===== config.mk =====
export PLATFORM = sky130hd
export DESIGN_NAME = line_follower_mecanum_steering_core_flat
export DESIGN_NICKNAME = d
export VERILOG_FILES = /design/src/sv/lfms_pkg.sv /design/src/sv/lfms_req_if.sv /design/src/sv/lfms_rsp_if.sv /design/src/sv/lfms_csr_if.sv /design/src/sv/lfms_csr.sv /design/src/sv/lfms_front.sv /design/src/sv/lfms_queue.sv /design/src/sv/lfms_back.sv /design/src/sv/line_follower_mecanum_steering_core.sv /design/src/flat_wrapper.sv
export SDC_FILE = /design/constraint.sdc
export NUM_CORES = 1
export LEC_CHECK = 0
export BUFFER_PORTS_ARGS = -buffer_cell sky130_fd_sc_hd__buf_2
export CORE_ASPECT_RATIO = 0.9
export CORE_MARGIN = 2
export CORE_UTILIZATION = 45
export CTS_BUF_LIST = sky130_fd_sc_hd__clkbuf_8
export CTS_CLUSTER_SIZE = 16
export DETAILED_ROUTE_END_ITERATION = 6
export REMOVE_ABC_BUFFERS = 1
export SETUP_SLACK_MARGIN = 0.2
export SLEW_MARGIN = 0
export SYNTH_ARGS = -nofsm -noshare
export SYNTH_HDL_FRONTEND = slang
export SYNTH_SLANG_ARGS = --single-unit

===== constraint.sdc =====
create_clock -name clock -period 12.65 [get_ports clock]
set_input_delay 2.53 -clock clock [delete_from_list [all_inputs] [get_ports clock]]
set_output_delay 2.53 -clock clock [all_outputs]
set_load 0.1 [all_outputs]

===== src/sv/lfms_pkg.sv =====
// Shared types, constants and helpers for the line follower steering core.
`default_nettype none
package lfms_pkg;

   localparam int unsigned LEVEL_W = 12;
   localparam int unsigned SPEEDS_W = 24;
   localparam int unsigned SPEED_W = 9;
   localparam int unsigned MIX_W = 11;
   localparam int unsigned DRIVE_W = 8;
   localparam int unsigned CSR_INDEX_W = 3;
   localparam int unsigned LFMS_QUEUE_DEPTH = 2;

   localparam logic [LEVEL_W-1:0] THRESHOLD_RESET = 12'd1200;
   localparam logic SIDE_SPEEDS_POLARITY_RESET = 1'b0;
   localparam logic TURN_ENABLE_RESET = 1'b1;
   localparam logic [SPEEDS_W-1:0] SIDE_SPEEDS_RESET = 24'h320019;
   localparam logic [SPEEDS_W-1:0] CENTER_SPEEDS_RESET = 24'hF60A32;
   localparam logic [SPEEDS_W-1:0] RECOVERY_SPEEDS_RESET = 24'hEC1E0A;

   localparam logic signed [SPEED_W-1:0] FRONT_PIVOT_TURN = 9'sd70;
   localparam logic signed [SPEED_W-1:0] BLIND_PIVOT_TURN = -9'sd20;
   localparam logic signed [MIX_W-1:0] DRIVE_LIMIT = 11'sd127;

   typedef enum logic [CSR_INDEX_W-1:0] {
      CSR_LEVEL_THRESHOLD = 3'd0,
      CSR_LINE_POLARITY = 3'd1,
      CSR_TURN_LOGIC_ENABLE = 3'd2,
      CSR_SIDE_SPEEDS = 3'd3,
      CSR_CENTER_SPEEDS = 3'd4,
      CSR_RECOVERY_SPEEDS = 3'd5
   } csr_index_type;

   typedef enum logic [2:0] {
      MODE_RIGHT = 3'd0,
      MODE_CENTER = 3'd1,
      MODE_LEFT = 3'd2,
      MODE_RECOVER_LEFT = 3'd3,
      MODE_RECOVER_RIGHT = 3'd4,
      MODE_FRONT_PIVOT = 3'd5,
      MODE_BLIND_PIVOT = 3'd6,
      MODE_CENTER_PIVOT = 3'd7
   } mode_type;

   typedef enum logic [1:0] {
      SIDE_NONE = 2'd0,
      SIDE_RIGHT = 2'd1,
      SIDE_LEFT = 2'd2
   } side_type;

   typedef enum logic [1:0] {
      DIR_NONE = 2'd0,
      DIR_RIGHT = 2'd1,
      DIR_LEFT = 2'd2,
      DIR_CENTER = 2'd3
   } direction_type;

   typedef struct packed {
      logic [LEVEL_W-1:0] left_level;
      logic [LEVEL_W-1:0] center_level;
      logic [LEVEL_W-1:0] right_level;
      logic [LEVEL_W-1:0] front_left_level;
      logic [LEVEL_W-1:0] front_right_level;
   } req_payload_type;

   typedef struct packed {
      logic signed [DRIVE_W-1:0] front_left_drive;
      logic signed [DRIVE_W-1:0] back_left_drive;
      logic signed [DRIVE_W-1:0] front_right_drive;
      logic signed [DRIVE_W-1:0] back_right_drive;
      logic [2:0] mode_code;
   } rsp_payload_type;

   typedef struct packed {
      logic [CSR_INDEX_W-1:0] reg_index;
      logic [SPEEDS_W-1:0] wr_data;
   } csr_payload_type;

   typedef struct packed {
      logic [LEVEL_W-1:0] level_threshold;
      logic line_polarity;
      logic turn_logic_enable;
      logic [SPEEDS_W-1:0] side_speeds;
      logic [SPEEDS_W-1:0] center_speeds;
      logic [SPEEDS_W-1:0] recovery_speeds;
   } cfg_type;

   // Classified move handed from front to back.
   typedef struct packed {
      logic signed [SPEED_W-1:0] fwd;
      logic signed [SPEED_W-1:0] str;
      logic signed [SPEED_W-1:0] trn;
      mode_type mode;
   } cmd_type;

endpackage
`default_nettype wire


===== src/sv/lfms_req_if.sv =====
// Sensor sample channel.
`default_nettype none
interface lfms_req_if;
   logic valid;
   logic ready;
   lfms_pkg::req_payload_type payload;
   modport source(output valid, output payload, input ready);
   modport sink(input valid, input payload, output ready);
endinterface
`default_nettype wire


===== src/sv/lfms_rsp_if.sv =====
// Wheel drive result channel.
`default_nettype none
interface lfms_rsp_if;
   logic valid;
   logic ready;
   lfms_pkg::rsp_payload_type payload;
   modport source(output valid, output payload, input ready);
   modport sink(input valid, input payload, output ready);
endinterface
`default_nettype wire


===== src/sv/lfms_csr_if.sv =====
// Register write channel.
`default_nettype none
interface lfms_csr_if;
   logic valid;
   logic ready;
   lfms_pkg::csr_payload_type payload;
   modport source(output valid, output payload, input ready);
   modport sink(input valid, input payload, output ready);
endinterface
`default_nettype wire


===== src/sv/lfms_csr.sv =====
// Configuration register file.
`default_nettype none
module lfms_csr (
   input  wire logic clock,
   input  wire logic reset,
   lfms_csr_if.sink csr_if,
   output lfms_pkg::cfg_type cfg
);
   import lfms_pkg::*;

   cfg_type cfg_ff;
   cfg_type cfg_in;

   assign csr_if.ready = 1'b1;
   assign cfg = cfg_ff;

   always_comb begin
      cfg_in = cfg_ff;
      if (csr_if.valid) begin
         case (csr_if.payload.reg_index)
            CSR_LEVEL_THRESHOLD:
               cfg_in.level_threshold = csr_if.payload.wr_data[LEVEL_W-1:0];
            CSR_LINE_POLARITY: cfg_in.line_polarity = csr_if.payload.wr_data[0];
            CSR_TURN_LOGIC_ENABLE: cfg_in.turn_logic_enable = csr_if.payload.wr_data[0];
            CSR_SIDE_SPEEDS: cfg_in.side_speeds = csr_if.payload.wr_data;
            CSR_CENTER_SPEEDS: cfg_in.center_speeds = csr_if.payload.wr_data;
            CSR_RECOVERY_SPEEDS: cfg_in.recovery_speeds = csr_if.payload.wr_data;
            default: cfg_in = cfg_ff;
         endcase
      end
   end

   always_ff @(posedge clock) begin
      if (reset) begin
         cfg_ff.level_threshold <= THRESHOLD_RESET;
         cfg_ff.line_polarity <= SIDE_SPEEDS_POLARITY_RESET;
         cfg_ff.turn_logic_enable <= TURN_ENABLE_RESET;
         cfg_ff.side_speeds <= SIDE_SPEEDS_RESET;
         cfg_ff.center_speeds <= CENTER_SPEEDS_RESET;
         cfg_ff.recovery_speeds <= RECOVERY_SPEEDS_RESET;
      end else begin
         cfg_ff <= cfg_in;
      end
   end

endmodule
`default_nettype wire


===== src/sv/lfms_front.sv =====
// Front end: thresholds samples, tracks line state and picks the move.
`default_nettype none
module lfms_front (
   input  wire logic clock,
   input  wire logic reset,
   input  lfms_pkg::cfg_type cfg,
   lfms_req_if.sink req_if,
   input  wire logic queue_full,
   output logic push_valid,
   output lfms_pkg::cmd_type push_cmd
);
   import lfms_pkg::*;

   function automatic logic sees_line(logic [LEVEL_W-1:0] level,
                                      logic [LEVEL_W-1:0] threshold,
                                      logic polarity);
      logic above;
      above = level > threshold;
      return polarity ? above : !above;
   endfunction

   function automatic logic signed [SPEED_W-1:0] speed_byte(logic [SPEEDS_W-1:0] packed_v,
                                                            logic [1:0] which);
      logic [7:0] b;
      b = packed_v[{which, 3'b000} +: 8];
      return {b[7], b};
   endfunction

   side_type side_ff, side_in;
   direction_type dir_ff, dir_in;
   logic fl_seen_ff, fl_seen_in;
   logic fr_seen_ff, fr_seen_in;
   logic found_ff, found_in;
   logic dropped_ff, dropped_in;

   logic l_hit, c_hit, r_hit, fl_hit, fr_hit, lost, accept;
   cmd_type cmd;

   assign req_if.ready = !queue_full;
   assign accept = req_if.valid && !queue_full;
   assign push_valid = accept;
   assign push_cmd = cmd;

   always_comb begin
      l_hit = sees_line(req_if.payload.left_level, cfg.level_threshold, cfg.line_polarity);
      c_hit = sees_line(req_if.payload.center_level, cfg.level_threshold, cfg.line_polarity);
      r_hit = sees_line(req_if.payload.right_level, cfg.level_threshold, cfg.line_polarity);
      fl_hit = sees_line(req_if.payload.front_left_level, cfg.level_threshold,
                         cfg.line_polarity);
      fr_hit = sees_line(req_if.payload.front_right_level, cfg.level_threshold,
                         cfg.line_polarity);
      lost = !(l_hit || c_hit || r_hit);

      fl_seen_in = fl_seen_ff;
      fr_seen_in = fr_seen_ff;
      if (cfg.turn_logic_enable) begin
         if (found_ff && dropped_ff) begin
            fl_seen_in = 1'b0;
            fr_seen_in = 1'b0;
         end
         fl_seen_in = fl_seen_in || fl_hit;
         fr_seen_in = fr_seen_in || fr_hit;
      end

      side_in = side_ff;
      dir_in = dir_ff;
      cmd.fwd = '0;
      cmd.str = '0;
      cmd.trn = '0;
      cmd.mode = MODE_RIGHT;
      if (r_hit) begin
         cmd.fwd = speed_byte(cfg.side_speeds, 2'd0);
         cmd.str = speed_byte(cfg.side_speeds, 2'd1);
         cmd.trn = speed_byte(cfg.side_speeds, 2'd2);
         side_in = SIDE_RIGHT;
         dir_in = DIR_RIGHT;
         cmd.mode = MODE_RIGHT;
      end
      if (l_hit) begin
         cmd.fwd = speed_byte(cfg.side_speeds, 2'd0);
         cmd.str = -speed_byte(cfg.side_speeds, 2'd1);
         cmd.trn = -speed_byte(cfg.side_speeds, 2'd2);
         side_in = SIDE_LEFT;
         dir_in = DIR_LEFT;
         cmd.mode = MODE_LEFT;
      end
      if (c_hit) begin
         cmd.fwd = speed_byte(cfg.center_speeds, 2'd0);
         cmd.str = '0;
         cmd.trn = '0;
         if (l_hit && !r_hit) begin
            cmd.str = speed_byte(cfg.center_speeds, 2'd1);
            cmd.trn = speed_byte(cfg.center_speeds, 2'd2);
         end else if (r_hit && !l_hit) begin
            cmd.str = -speed_byte(cfg.center_speeds, 2'd1);
            cmd.trn = -speed_byte(cfg.center_speeds, 2'd2);
         end
         dir_in = DIR_CENTER;
         cmd.mode = MODE_CENTER;
      end

      found_in = !lost;
      dropped_in = dropped_ff || lost;
      if (lost) begin
         if (cfg.turn_logic_enable && fl_seen_in) begin
            cmd.trn = FRONT_PIVOT_TURN;
            cmd.mode = MODE_FRONT_PIVOT;
         end else if (cfg.turn_logic_enable && fr_seen_in) begin
            cmd.trn = -FRONT_PIVOT_TURN;
            cmd.mode = MODE_FRONT_PIVOT;
         end else if (side_ff == SIDE_LEFT) begin
            cmd.fwd = speed_byte(cfg.recovery_speeds, 2'd0);
            cmd.str = speed_byte(cfg.recovery_speeds, 2'd1);
            cmd.trn = speed_byte(cfg.recovery_speeds, 2'd2);
            cmd.mode = MODE_RECOVER_LEFT;
         end else if (side_ff == SIDE_RIGHT) begin
            cmd.fwd = speed_byte(cfg.recovery_speeds, 2'd0);
            cmd.str = -speed_byte(cfg.recovery_speeds, 2'd1);
            cmd.trn = -speed_byte(cfg.recovery_speeds, 2'd2);
            cmd.mode = MODE_RECOVER_RIGHT;
         end else begin
            cmd.trn = BLIND_PIVOT_TURN;
            cmd.mode = (dir_ff == DIR_CENTER) ? MODE_CENTER_PIVOT : MODE_BLIND_PIVOT;
         end
      end
   end

   always_ff @(posedge clock) begin
      if (reset) begin
         side_ff <= SIDE_NONE;
         dir_ff <= DIR_NONE;
         fl_seen_ff <= 1'b0;
         fr_seen_ff <= 1'b0;
         found_ff <= 1'b1;
         dropped_ff <= 1'b0;
      end else if (accept) begin
         side_ff <= side_in;
         dir_ff <= dir_in;
         fl_seen_ff <= fl_seen_in;
         fr_seen_ff <= fr_seen_in;
         found_ff <= found_in;
         dropped_ff <= dropped_in;
      end
   end

endmodule
`default_nettype wire


===== src/sv/lfms_queue.sv =====
// Short command queue between front and back.
`default_nettype none
module lfms_queue #(
   parameter int unsigned Depth = lfms_pkg::LFMS_QUEUE_DEPTH
) (
   input  wire logic clock,
   input  wire logic reset,
   input  wire logic push_valid,
   input  lfms_pkg::cmd_type push_cmd,
   output logic full,
   output logic pop_valid,
   output lfms_pkg::cmd_type pop_cmd,
   input  wire logic pop
);
   import lfms_pkg::*;

   localparam int unsigned PtrW = (Depth > 1) ? $clog2(Depth) : 1;
   localparam int unsigned CntW = $clog2(Depth + 1);
   localparam logic [PtrW-1:0] LastPtr = PtrW'(Depth - 1);
   localparam logic [CntW-1:0] DepthCount = CntW'(Depth);

   cmd_type mem_ff [Depth];
   logic [PtrW-1:0] wr_ptr_ff, wr_ptr_in;
   logic [PtrW-1:0] rd_ptr_ff, rd_ptr_in;
   logic [CntW-1:0] count_ff, count_in;
   logic do_push, do_pop;

   assign full = (count_ff == DepthCount);
   assign pop_valid = (count_ff != '0);
   assign pop_cmd = mem_ff[rd_ptr_ff];
   assign do_push = push_valid && !full;
   assign do_pop = pop && pop_valid;

   always_comb begin
      wr_ptr_in = wr_ptr_ff;
      rd_ptr_in = rd_ptr_ff;
      count_in = count_ff;
      if (do_push) begin
         wr_ptr_in = (wr_ptr_ff == LastPtr) ? '0 : wr_ptr_ff + 1'b1;
      end
      if (do_pop) begin
         rd_ptr_in = (rd_ptr_ff == LastPtr) ? '0 : rd_ptr_ff + 1'b1;
      end
      if (do_push && !do_pop) begin
         count_in = count_ff + 1'b1;
      end else if (do_pop && !do_push) begin
         count_in = count_ff - 1'b1;
      end
   end

   always_ff @(posedge clock) begin
      if (do_push) begin
         mem_ff[wr_ptr_ff] <= push_cmd;
      end
   end

   always_ff @(posedge clock) begin
      if (reset) begin
         wr_ptr_ff <= '0;
         rd_ptr_ff <= '0;
         count_ff <= '0;
      end else begin
         wr_ptr_ff <= wr_ptr_in;
         rd_ptr_ff <= rd_ptr_in;
         count_ff <= count_in;
      end
   end

endmodule
`default_nettype wire


===== src/sv/lfms_back.sv =====
// Back end: mecanum mix, saturation and result register.
`default_nettype none
module lfms_back (
   input  wire logic clock,
   input  wire logic reset,
   input  wire logic cmd_valid,
   input  lfms_pkg::cmd_type cmd,
   output logic cmd_pop,
   lfms_rsp_if.source rsp_if
);
   import lfms_pkg::*;

   function automatic logic signed [DRIVE_W-1:0] sat_drive(logic signed [MIX_W-1:0] v);
      logic signed [MIX_W-1:0] r;
      r = v;
      if (v > DRIVE_LIMIT) begin
         r = DRIVE_LIMIT;
      end else if (v < -DRIVE_LIMIT) begin
         r = -DRIVE_LIMIT;
      end
      return r[DRIVE_W-1:0];
   endfunction

   logic out_valid_ff, out_valid_in;
   rsp_payload_type out_ff, out_in;
   logic signed [MIX_W-1:0] f, s, t;

   assign cmd_pop = cmd_valid && (!out_valid_ff || rsp_if.ready);
   assign rsp_if.valid = out_valid_ff;
   assign rsp_if.payload = out_ff;

   always_comb begin
      f = MIX_W'(cmd.fwd);
      s = MIX_W'(cmd.str);
      t = MIX_W'(cmd.trn);
      out_in.front_left_drive = sat_drive(f + t + s);
      out_in.back_left_drive = sat_drive(f + t - s);
      out_in.front_right_drive = sat_drive(f - t - s);
      out_in.back_right_drive = sat_drive(f - t + s);
      out_in.mode_code = cmd.mode;
      out_valid_in = out_valid_ff;
      if (cmd_pop) begin
         out_valid_in = 1'b1;
      end else if (rsp_if.ready) begin
         out_valid_in = 1'b0;
      end
   end

   always_ff @(posedge clock) begin
      if (cmd_pop) begin
         out_ff <= out_in;
      end
   end

   always_ff @(posedge clock) begin
      if (reset) begin
         out_valid_ff <= 1'b0;
      end else begin
         out_valid_ff <= out_valid_in;
      end
   end

endmodule
`default_nettype wire


===== src/sv/line_follower_mecanum_steering_core.sv =====
// Top level of the line follower mecanum steering core.
// Takes one transaction of five sensor samples per clock while the queue is not full and
// returns one transaction of four saturated wheel drives plus a mode code for each.
// Thresholding, line tracking and speed selection finish in the accept cycle; a command
// queue (QueueDepth entries) then carries the move to the mixing back end and its output
// register, and lets the sample side keep flowing for that many transactions while the
// result side stalls. Registers may be written while no transaction is in flight.
`default_nettype none
module line_follower_mecanum_steering_core #(
   parameter int unsigned QueueDepth = lfms_pkg::LFMS_QUEUE_DEPTH
) (
   input  wire logic clock,
   input  wire logic reset,
   lfms_req_if.sink req_if,
   lfms_rsp_if.source rsp_if,
   lfms_csr_if.sink csr_if
);
   import lfms_pkg::*;

   cfg_type cfg;
   logic queue_full, push_valid, pop_valid, pop;
   cmd_type push_cmd, pop_cmd;

   lfms_csr u_csr (
      .clock(clock),
      .reset(reset),
      .csr_if(csr_if),
      .cfg(cfg)
   );

   lfms_front u_front (
      .clock(clock),
      .reset(reset),
      .cfg(cfg),
      .req_if(req_if),
      .queue_full(queue_full),
      .push_valid(push_valid),
      .push_cmd(push_cmd)
   );

   lfms_queue #(
      .Depth(QueueDepth)
   ) u_queue (
      .clock(clock),
      .reset(reset),
      .push_valid(push_valid),
      .push_cmd(push_cmd),
      .full(queue_full),
      .pop_valid(pop_valid),
      .pop_cmd(pop_cmd),
      .pop(pop)
   );

   lfms_back u_back (
      .clock(clock),
      .reset(reset),
      .cmd_valid(pop_valid),
      .cmd(pop_cmd),
      .cmd_pop(pop),
      .rsp_if(rsp_if)
   );

endmodule
`default_nettype wire

===== src/flat_wrapper.sv =====
// flat-port wrapper written by rule: the top's interface ports become plain ports
module line_follower_mecanum_steering_core_flat import lfms_pkg::*;
#(
   parameter int unsigned QueueDepth = lfms_pkg::LFMS_QUEUE_DEPTH
)
  (clock, reset, req_if_valid, req_if_payload, req_if_ready, rsp_if_valid, rsp_if_payload, rsp_if_ready, csr_if_valid, csr_if_payload, csr_if_ready);
  lfms_req_if req_if_i ();
  lfms_rsp_if rsp_if_i ();
  lfms_csr_if csr_if_i ();
  input  wire logic clock;
  input  wire logic reset;
  input wire logic [$bits(req_if_i.valid)-1:0] req_if_valid;
  input wire logic [$bits(req_if_i.payload)-1:0] req_if_payload;
  output wire logic [$bits(req_if_i.ready)-1:0] req_if_ready;
  output wire logic [$bits(rsp_if_i.valid)-1:0] rsp_if_valid;
  output wire logic [$bits(rsp_if_i.payload)-1:0] rsp_if_payload;
  input wire logic [$bits(rsp_if_i.ready)-1:0] rsp_if_ready;
  input wire logic [$bits(csr_if_i.valid)-1:0] csr_if_valid;
  input wire logic [$bits(csr_if_i.payload)-1:0] csr_if_payload;
  output wire logic [$bits(csr_if_i.ready)-1:0] csr_if_ready;
  assign req_if_i.valid = req_if_valid;
  assign req_if_i.payload = req_if_payload;
  assign req_if_ready = req_if_i.ready;
  assign rsp_if_valid = rsp_if_i.valid;
  assign rsp_if_payload = rsp_if_i.payload;
  assign rsp_if_i.ready = rsp_if_ready;
  assign csr_if_i.valid = csr_if_valid;
  assign csr_if_i.payload = csr_if_payload;
  assign csr_if_ready = csr_if_i.ready;
  line_follower_mecanum_steering_core #(.QueueDepth(QueueDepth)) u_core (.clock(clock), .reset(reset), .req_if(req_if_i), .rsp_if(rsp_if_i), .csr_if(csr_if_i));
endmodule

# Word level (Yosys, flattened, before mapping)

Memory sizes are Yosys's and may differ from the RTL's. A register that Yosys moved wholly into a read port is not among the register bits.
Index checks and enable logic that the tools add are counted.
W data, S select, Z words.

Add/subtract/negate cells: 16
Order comparisons: 13
Equality and inequality tests: 9
Muxes and demuxes: 42
Reduce and logical (&&, ||, !) cells: 47

Operators by type and width:

| kind                  | count |
|---|---|
| $mux W30              | 5 |
| $mux W18              | 5 |
| $gt A12 B12 Y1        | 5 |
| $neg A8 Y9            | 6 |
| $gt A11 B8 Y1 const B | 4 |
| $lt A11 B8 Y1 const B | 4 |
| $mux W12              | 3 |
| $mux W8               | 4 |
| $add A10 B9 Y11       | 2 |
| $sub A10 B9 Y11       | 2 |
| $mux W1               | 20 |
| $reduce_and A2 Y1     | 8 |
| $logic_not A1 Y1      | 12 |
| $logic_and A1 B1 Y1   | 11 |
| $add A9 B9 Y10        | 1 |
| $mux W2               | 5 |
| $sub A9 B9 Y10        | 1 |
| $reduce_bool A2 Y1    | 4 |
| $reduce_or A2 Y1      | 4 |
| $eq A2 B2 Y1 const B  | 3 |
| $eq A3 B2 Y1 const B  | 2 |
| $eq A3 B3 Y1 const B  | 2 |
| $logic_or A1 B1 Y1    | 6 |
| $eq A3 B1 Y1 const B  | 1 |
| other kinds (6)       | 7 |

Register bits after elaboration: 134
Memory bits (writable): 60
Input bits: 92
Output and inout port bits: 38
Memories: 1

Memory list:

| memory                | words | width | rd ports | clocked after Yosys merged registers in | wr ports | line             | text |
|---|---|---|---|---|---|---|---|
| u_core.u_queue.mem_ff | 2     | 30    | 1        | 1                                       | 1        | lfms_queue.sv:22 | `cmd_type mem_ff [Depth];` |

# Depth between registers and ports, before layout

Depth in word-level cells: 13
Gate-level depth with buffers: 21
Depth with buffers taken out: 20

# Modules after synthesis

A second synthesis with hierarchy kept.

Cells, all modules: 1443
Area, all modules: 13859.5 um2

By module, submodules not included:

| module     | instances | cells an instance | area an instance (um2) | seq. area each (um2) |
|---|---|---|---|---|
| lfms_back  | 1         | 483               | 4305.4                 | 1071.0 |
| lfms_front | 1         | 509               | 3722.3                 | 160.2 |
| lfms_csr   | 1         | 333               | 3457.1                 | 1721.7 |
| lfms_queue | 1         | 118               | 2374.8                 | 1901.8 |

# Worst setup path after synthesis

Ideal clock, no wire load.

Path kind: input port to flip-flop
From: in req_if_payload[59]
To: mem u_core.u_queue.mem_ff[0][17] in the netlist's numbering, data pin
Library setup time: 0.281 ns
Arrival: 4.847 ns
Setup slack: 7.522 ns
Stages: 10
Path buffers: 1
Path through: ha_1 > a21oi_1 > o21ai_1 > a2111oi_2 > a21oi_4 > xor2_1 > clkbuf_1 > nor3_1 > a2111oi_0 > o22ai_1

RTL lines:

| what        | line               | text |
|---|---|---|
| from (decl) | flat_wrapper.sv:13 | `input wire logic [$bits(req_if_i.payload)-1:0] req_if_payload;` |
| to (decl)   | lfms_queue.sv:22   |  |

==> results.txt <==
----------------------------------------------------
[Timing]
  Maximum frequency from static timing analysis ... 0.183 GHz
  Transition time at the pin with the least slew margin ... 1180 ps
  Max-Slew Margin vs Limit ... 0.208
  Setup tns final ... 0 ps
  Worst Slack Setup Final ... 7170 ps
  RSZ-0062 raised after global routing ... false
  Total count of max-transition violations in the final report ... 0
  Part of the cycle the worst path needs ... 0.433
  Number of setup violations in the final report ... 0
  Min cycle time layout ... 5480 ps
  Max Clock Skew ... 18.0 ps
  Final hold viol count ... 0

[Placement]
  Port buffer count ... 128
  Routability Congestion ... 0.931
  HPWL reported at the end of detailed placement ... 25.7 mm
  Setup WS pre-CTS ... 6730 ps

[Global route]
  Met1 usage in global routing ... 0.319
  Met3 usage in global routing ... 0.0357
  Wire length of the first global-routing pass ... 53.9 mm
  Via count of the first global-routing pass ... 10100
  Overflow left after global routing ... 0
  Total track usage ... 0.230
  GRT Max-Usage Layer ... met2
  Largest net degree at the start of global routing ... 101
  Met2 Usage GRT ... 0.377
  Antenna violations before repair ... 0

[Route]
  Vias per cell ... 5.64
  Detailed Routing Iterations Pass 1 ... 5
  Detailed-route wire length ... 33.9 mm
  Via count ... 10800
  Routed WL per cell ... 17.6 um
  Count of antenna-violating nets left after detailed routing ... 0
  Residual DRC count ... 0
  First-iteration detailed-routing DRC count ... 820

[Worst hold path]
  Worst hold path class ... reg2reg

[Die]
  Initial standard-cell utilization of the core ... 0.458
  Cell Rows ... 58
  Top Ports ... 130
  Die area ... 29900 um2
  Die W ... 182 um
  Core area ... 28000 um2
  Die Y-Extent ... 164 um

[Synth]
  Number of synthesis warnings ... 0
  Number of distinct standard cells referenced by the synthesized netlist ... 81
  Share of flip-flops with an asynchronous set or reset after synthesis ... 0
  Syn Inst Count ... 1449
  Yosys reg bits ... 193
  Share of the yosys chip area belonging to registers ... 0.374
  Mapped Avg Cell Area ... 8.86 um2
  Top_reg_cell synth ... sky130_fd_sc_hd__dfxtp_1
  Summed instance area of the synthesized netlist ... 12800 um2
  EDFF count, synth ... 93

[CTS]
  Clock latency on the worst-skew pair ... 490 ps
  Number of cells upsized or downsized after cts ... 0
  Sink count of the clock tree ... 193
  Number of hold buffers added after CTS ... 0
  Number of buffers between clock root and the deepest sink ... 2
  TritonCTS clock tree ... yes
  CTS Root Buffer Type ... sky130_fd_sc_hd__clkbuf_8
  H-Tree Level Count ... 4
  Clock-pin slew of the registers on the worst-case setup and hold paths ... 100 ps
  Buffers inserted during post-CTS setup optimization ... 0
  Cts bufs inserted ... 17

[Critical path]
  Critical Path AT ... 5760 ps
  Critical path data required time ... 12930 ps
  Class of the most critical setup path ... in2reg
  Element type at the critical path end ... flip-flop
  Highest net fanout along the worst path ... 25
  Startpoint class of the critical path ... input port

[Final layout]
  P&R area growth vs syn ... 10.7%
  Flip-flop and latch area ... 4790 um2
  Multi-input gate area ... 7410 um2
  Antenna diode count ... 0
  Final Net Count ... 1771
  Filler cell count ... 2705
  Fraction of final layout cells sized beyond drive strength 1 ... 0.131

[Outcome]
  Status ... complete, no violations

[Flow run]
  Max-cap violations ... 0

----------------------------------------------------
==> critical path, cell delays in order <==
cell and delay, ps:
sky130_fd_sc_hd__buf_2 100, sky130_fd_sc_hd__ha_1 300, sky130_fd_sc_hd__and3_1 200, sky130_fd_sc_hd__a221o_1 350, sky130_fd_sc_hd__a221o_1 360, sky130_fd_sc_hd__o22a_2 250
sky130_fd_sc_hd__xnor2_2 140, sky130_fd_sc_hd__buf_4 250, sky130_fd_sc_hd__a21oi_1 900, sky130_fd_sc_hd__a22oi_1 150, sky130_fd_sc_hd__o21ai_1 230
==> cells in the mapped netlist, types with 9 or more instances <==
cell	count	area, um2
sky130_fd_sc_hd__or3_1	11	68.8
sky130_fd_sc_hd__mux2_2	13	146
sky130_fd_sc_hd__nand4_1	17	106
sky130_fd_sc_hd__nand2_1	209	785
sky130_fd_sc_hd__a21oi_1	142	711
sky130_fd_sc_hd__nor2b_1	18	113
sky130_fd_sc_hd__clkbuf_1	51	191
sky130_fd_sc_hd__o21ai_0	38	190
sky130_fd_sc_hd__o211ai_1	17	128
sky130_fd_sc_hd__nand3_1	29	145
sky130_fd_sc_hd__nand2b_1	21	131
sky130_fd_sc_hd__and3_1	10	62.6
sky130_fd_sc_hd__mux2i_1	23	230
sky130_fd_sc_hd__a31oi_1	9	56.3
sky130_fd_sc_hd__a211oi_1	9	67.6
sky130_fd_sc_hd__ha_1	125	1560
sky130_fd_sc_hd__dfxtp_1	100	2000
sky130_fd_sc_hd__o22ai_1	12	75.1
sky130_fd_sc_hd__a211o_1	17	149
sky130_fd_sc_hd__edfxtp_1	93	2790
sky130_fd_sc_hd__o21ai_1	12	60.1
sky130_fd_sc_hd__o21bai_1	11	82.6
sky130_fd_sc_hd__xnor2_1	44	385
sky130_fd_sc_hd__nand3b_1	30	225
sky130_fd_sc_hd__nor3_1	25	125
sky130_fd_sc_hd__a22oi_1	14	105
sky130_fd_sc_hd__xor2_1	19	166
sky130_fd_sc_hd__inv_1	99	372
sky130_fd_sc_hd__nor2_1	90	338
==> state kept, by name, summed over array words and instances (netlist names), named ones only <==
name and cells:
u_core.u_queue.count_ff 2, u_core.u_queue.mem_ff 58, u_core.u_queue.rd_ptr_ff 1, u_core.u_front.found_ff 1, u_core.u_front.fr_seen_ff 1, u_core.u_front.dropped_ff 1
u_core.u_back.rsp_if.payload 35, u_core.u_csr.cfg 86, u_core.u_front.side_ff 2, u_core.u_front.fl_seen_ff 1, u_core.u_queue.wr_ptr_ff 1, u_core.u_back.rsp_if.valid 1
u_core.u_front.dir_ff 2
==> metrics by stage <==
step / instances / cell area, um2 / hold slack, ps / utilization
6_report: 1921 / 14200 / 459 / 0.507
4_1_cts: 1921 / 14200 / 461 / 0.507
3_3_place_gp: 1889 / 13800 / 444 / 0.492
2_1_floorplan: 1387 / 12600 / 430 / -
3_5_place_dp: 1889 / 13800 / 447 / 0.492
5_1_grt: 1921 / 14200 / 487 / 0.507
==> placed cells by master (no fill, tap or decap), types with 11 or more instances in the layout <==
cell type / count
sky130_fd_sc_hd__inv_1: 101
sky130_fd_sc_hd__nand2b_1: 21
sky130_fd_sc_hd__nor2b_1: 18
sky130_fd_sc_hd__o21ai_1: 12
sky130_fd_sc_hd__nand3_1: 29
sky130_fd_sc_hd__nor2_1: 88
sky130_fd_sc_hd__buf_4: 14
sky130_fd_sc_hd__buf_2: 128
sky130_fd_sc_hd__o22ai_1: 12
sky130_fd_sc_hd__nand2_1: 209
sky130_fd_sc_hd__dfxtp_1: 100
sky130_fd_sc_hd__o21bai_1: 11
sky130_fd_sc_hd__o211ai_1: 17
sky130_fd_sc_hd__mux2_2: 13
sky130_fd_sc_hd__edfxtp_1: 93
sky130_fd_sc_hd__xnor2_1: 44
sky130_fd_sc_hd__a22oi_1: 14
sky130_fd_sc_hd__nand3b_1: 30
sky130_fd_sc_hd__clkbuf_8: 18
sky130_fd_sc_hd__nand4_1: 17
sky130_fd_sc_hd__nor3_1: 25
sky130_fd_sc_hd__xor2_1: 19
sky130_fd_sc_hd__o21ai_0: 38
sky130_fd_sc_hd__mux2i_1: 23
sky130_fd_sc_hd__a211o_1: 17
sky130_fd_sc_hd__or3_1: 11
sky130_fd_sc_hd__ha_1: 125
sky130_fd_sc_hd__a21oi_1: 142
==> final cells by class <==
cell class | instances | share of cell area
clock buffer | 18 | 0.0174
multi-input combinational | 1093 | 0.522
inverter | 101 | 0.0267
clock inverter | 14 | 0.0126
timing repair buffer | 142 | 0.0525
tap | 360 | 0.0317
sequential | 193 | 0.337
==> routing by layer <==
metal,part of all wire,vias to the layer above
li1,-,5401
met1,0.47,5124
met2,0.46,268
met3,0.047,32
met4,0.015,0
met5,0,-
==> cell families after synthesis <==
group,Yosys count,synth area share
fa+ha+maj,131,0.131
mux,37,0.0302
flops,193,0.374
compound gates,356,0.179
buf+inv,163,0.0492
xor+xnor,67,0.0481
simple gates,501,0.188
other cells,1,0.000292
==> worst paths after layout <==
check | from | endpoint | depth (start not counted) | slack [ps]
max | req_if_payload[43] | u_core.u_queue.mem_ff[0][27] | 11 | 7170
min | u_core.u_csr.cfg[83] | u_core.u_csr.cfg[83] | 2 | 460
max reg2reg | flip-flop | u_core.u_back.rsp_if.payload[29] | 20 | 7510
min reg2reg | u_core.u_csr.cfg[83] | u_core.u_csr.cfg[83] | 2 | 460
Power is left out: the tool's default activity adds up to more than one toggle a clock period on the data nets, which glitch-free logic cannot reach.
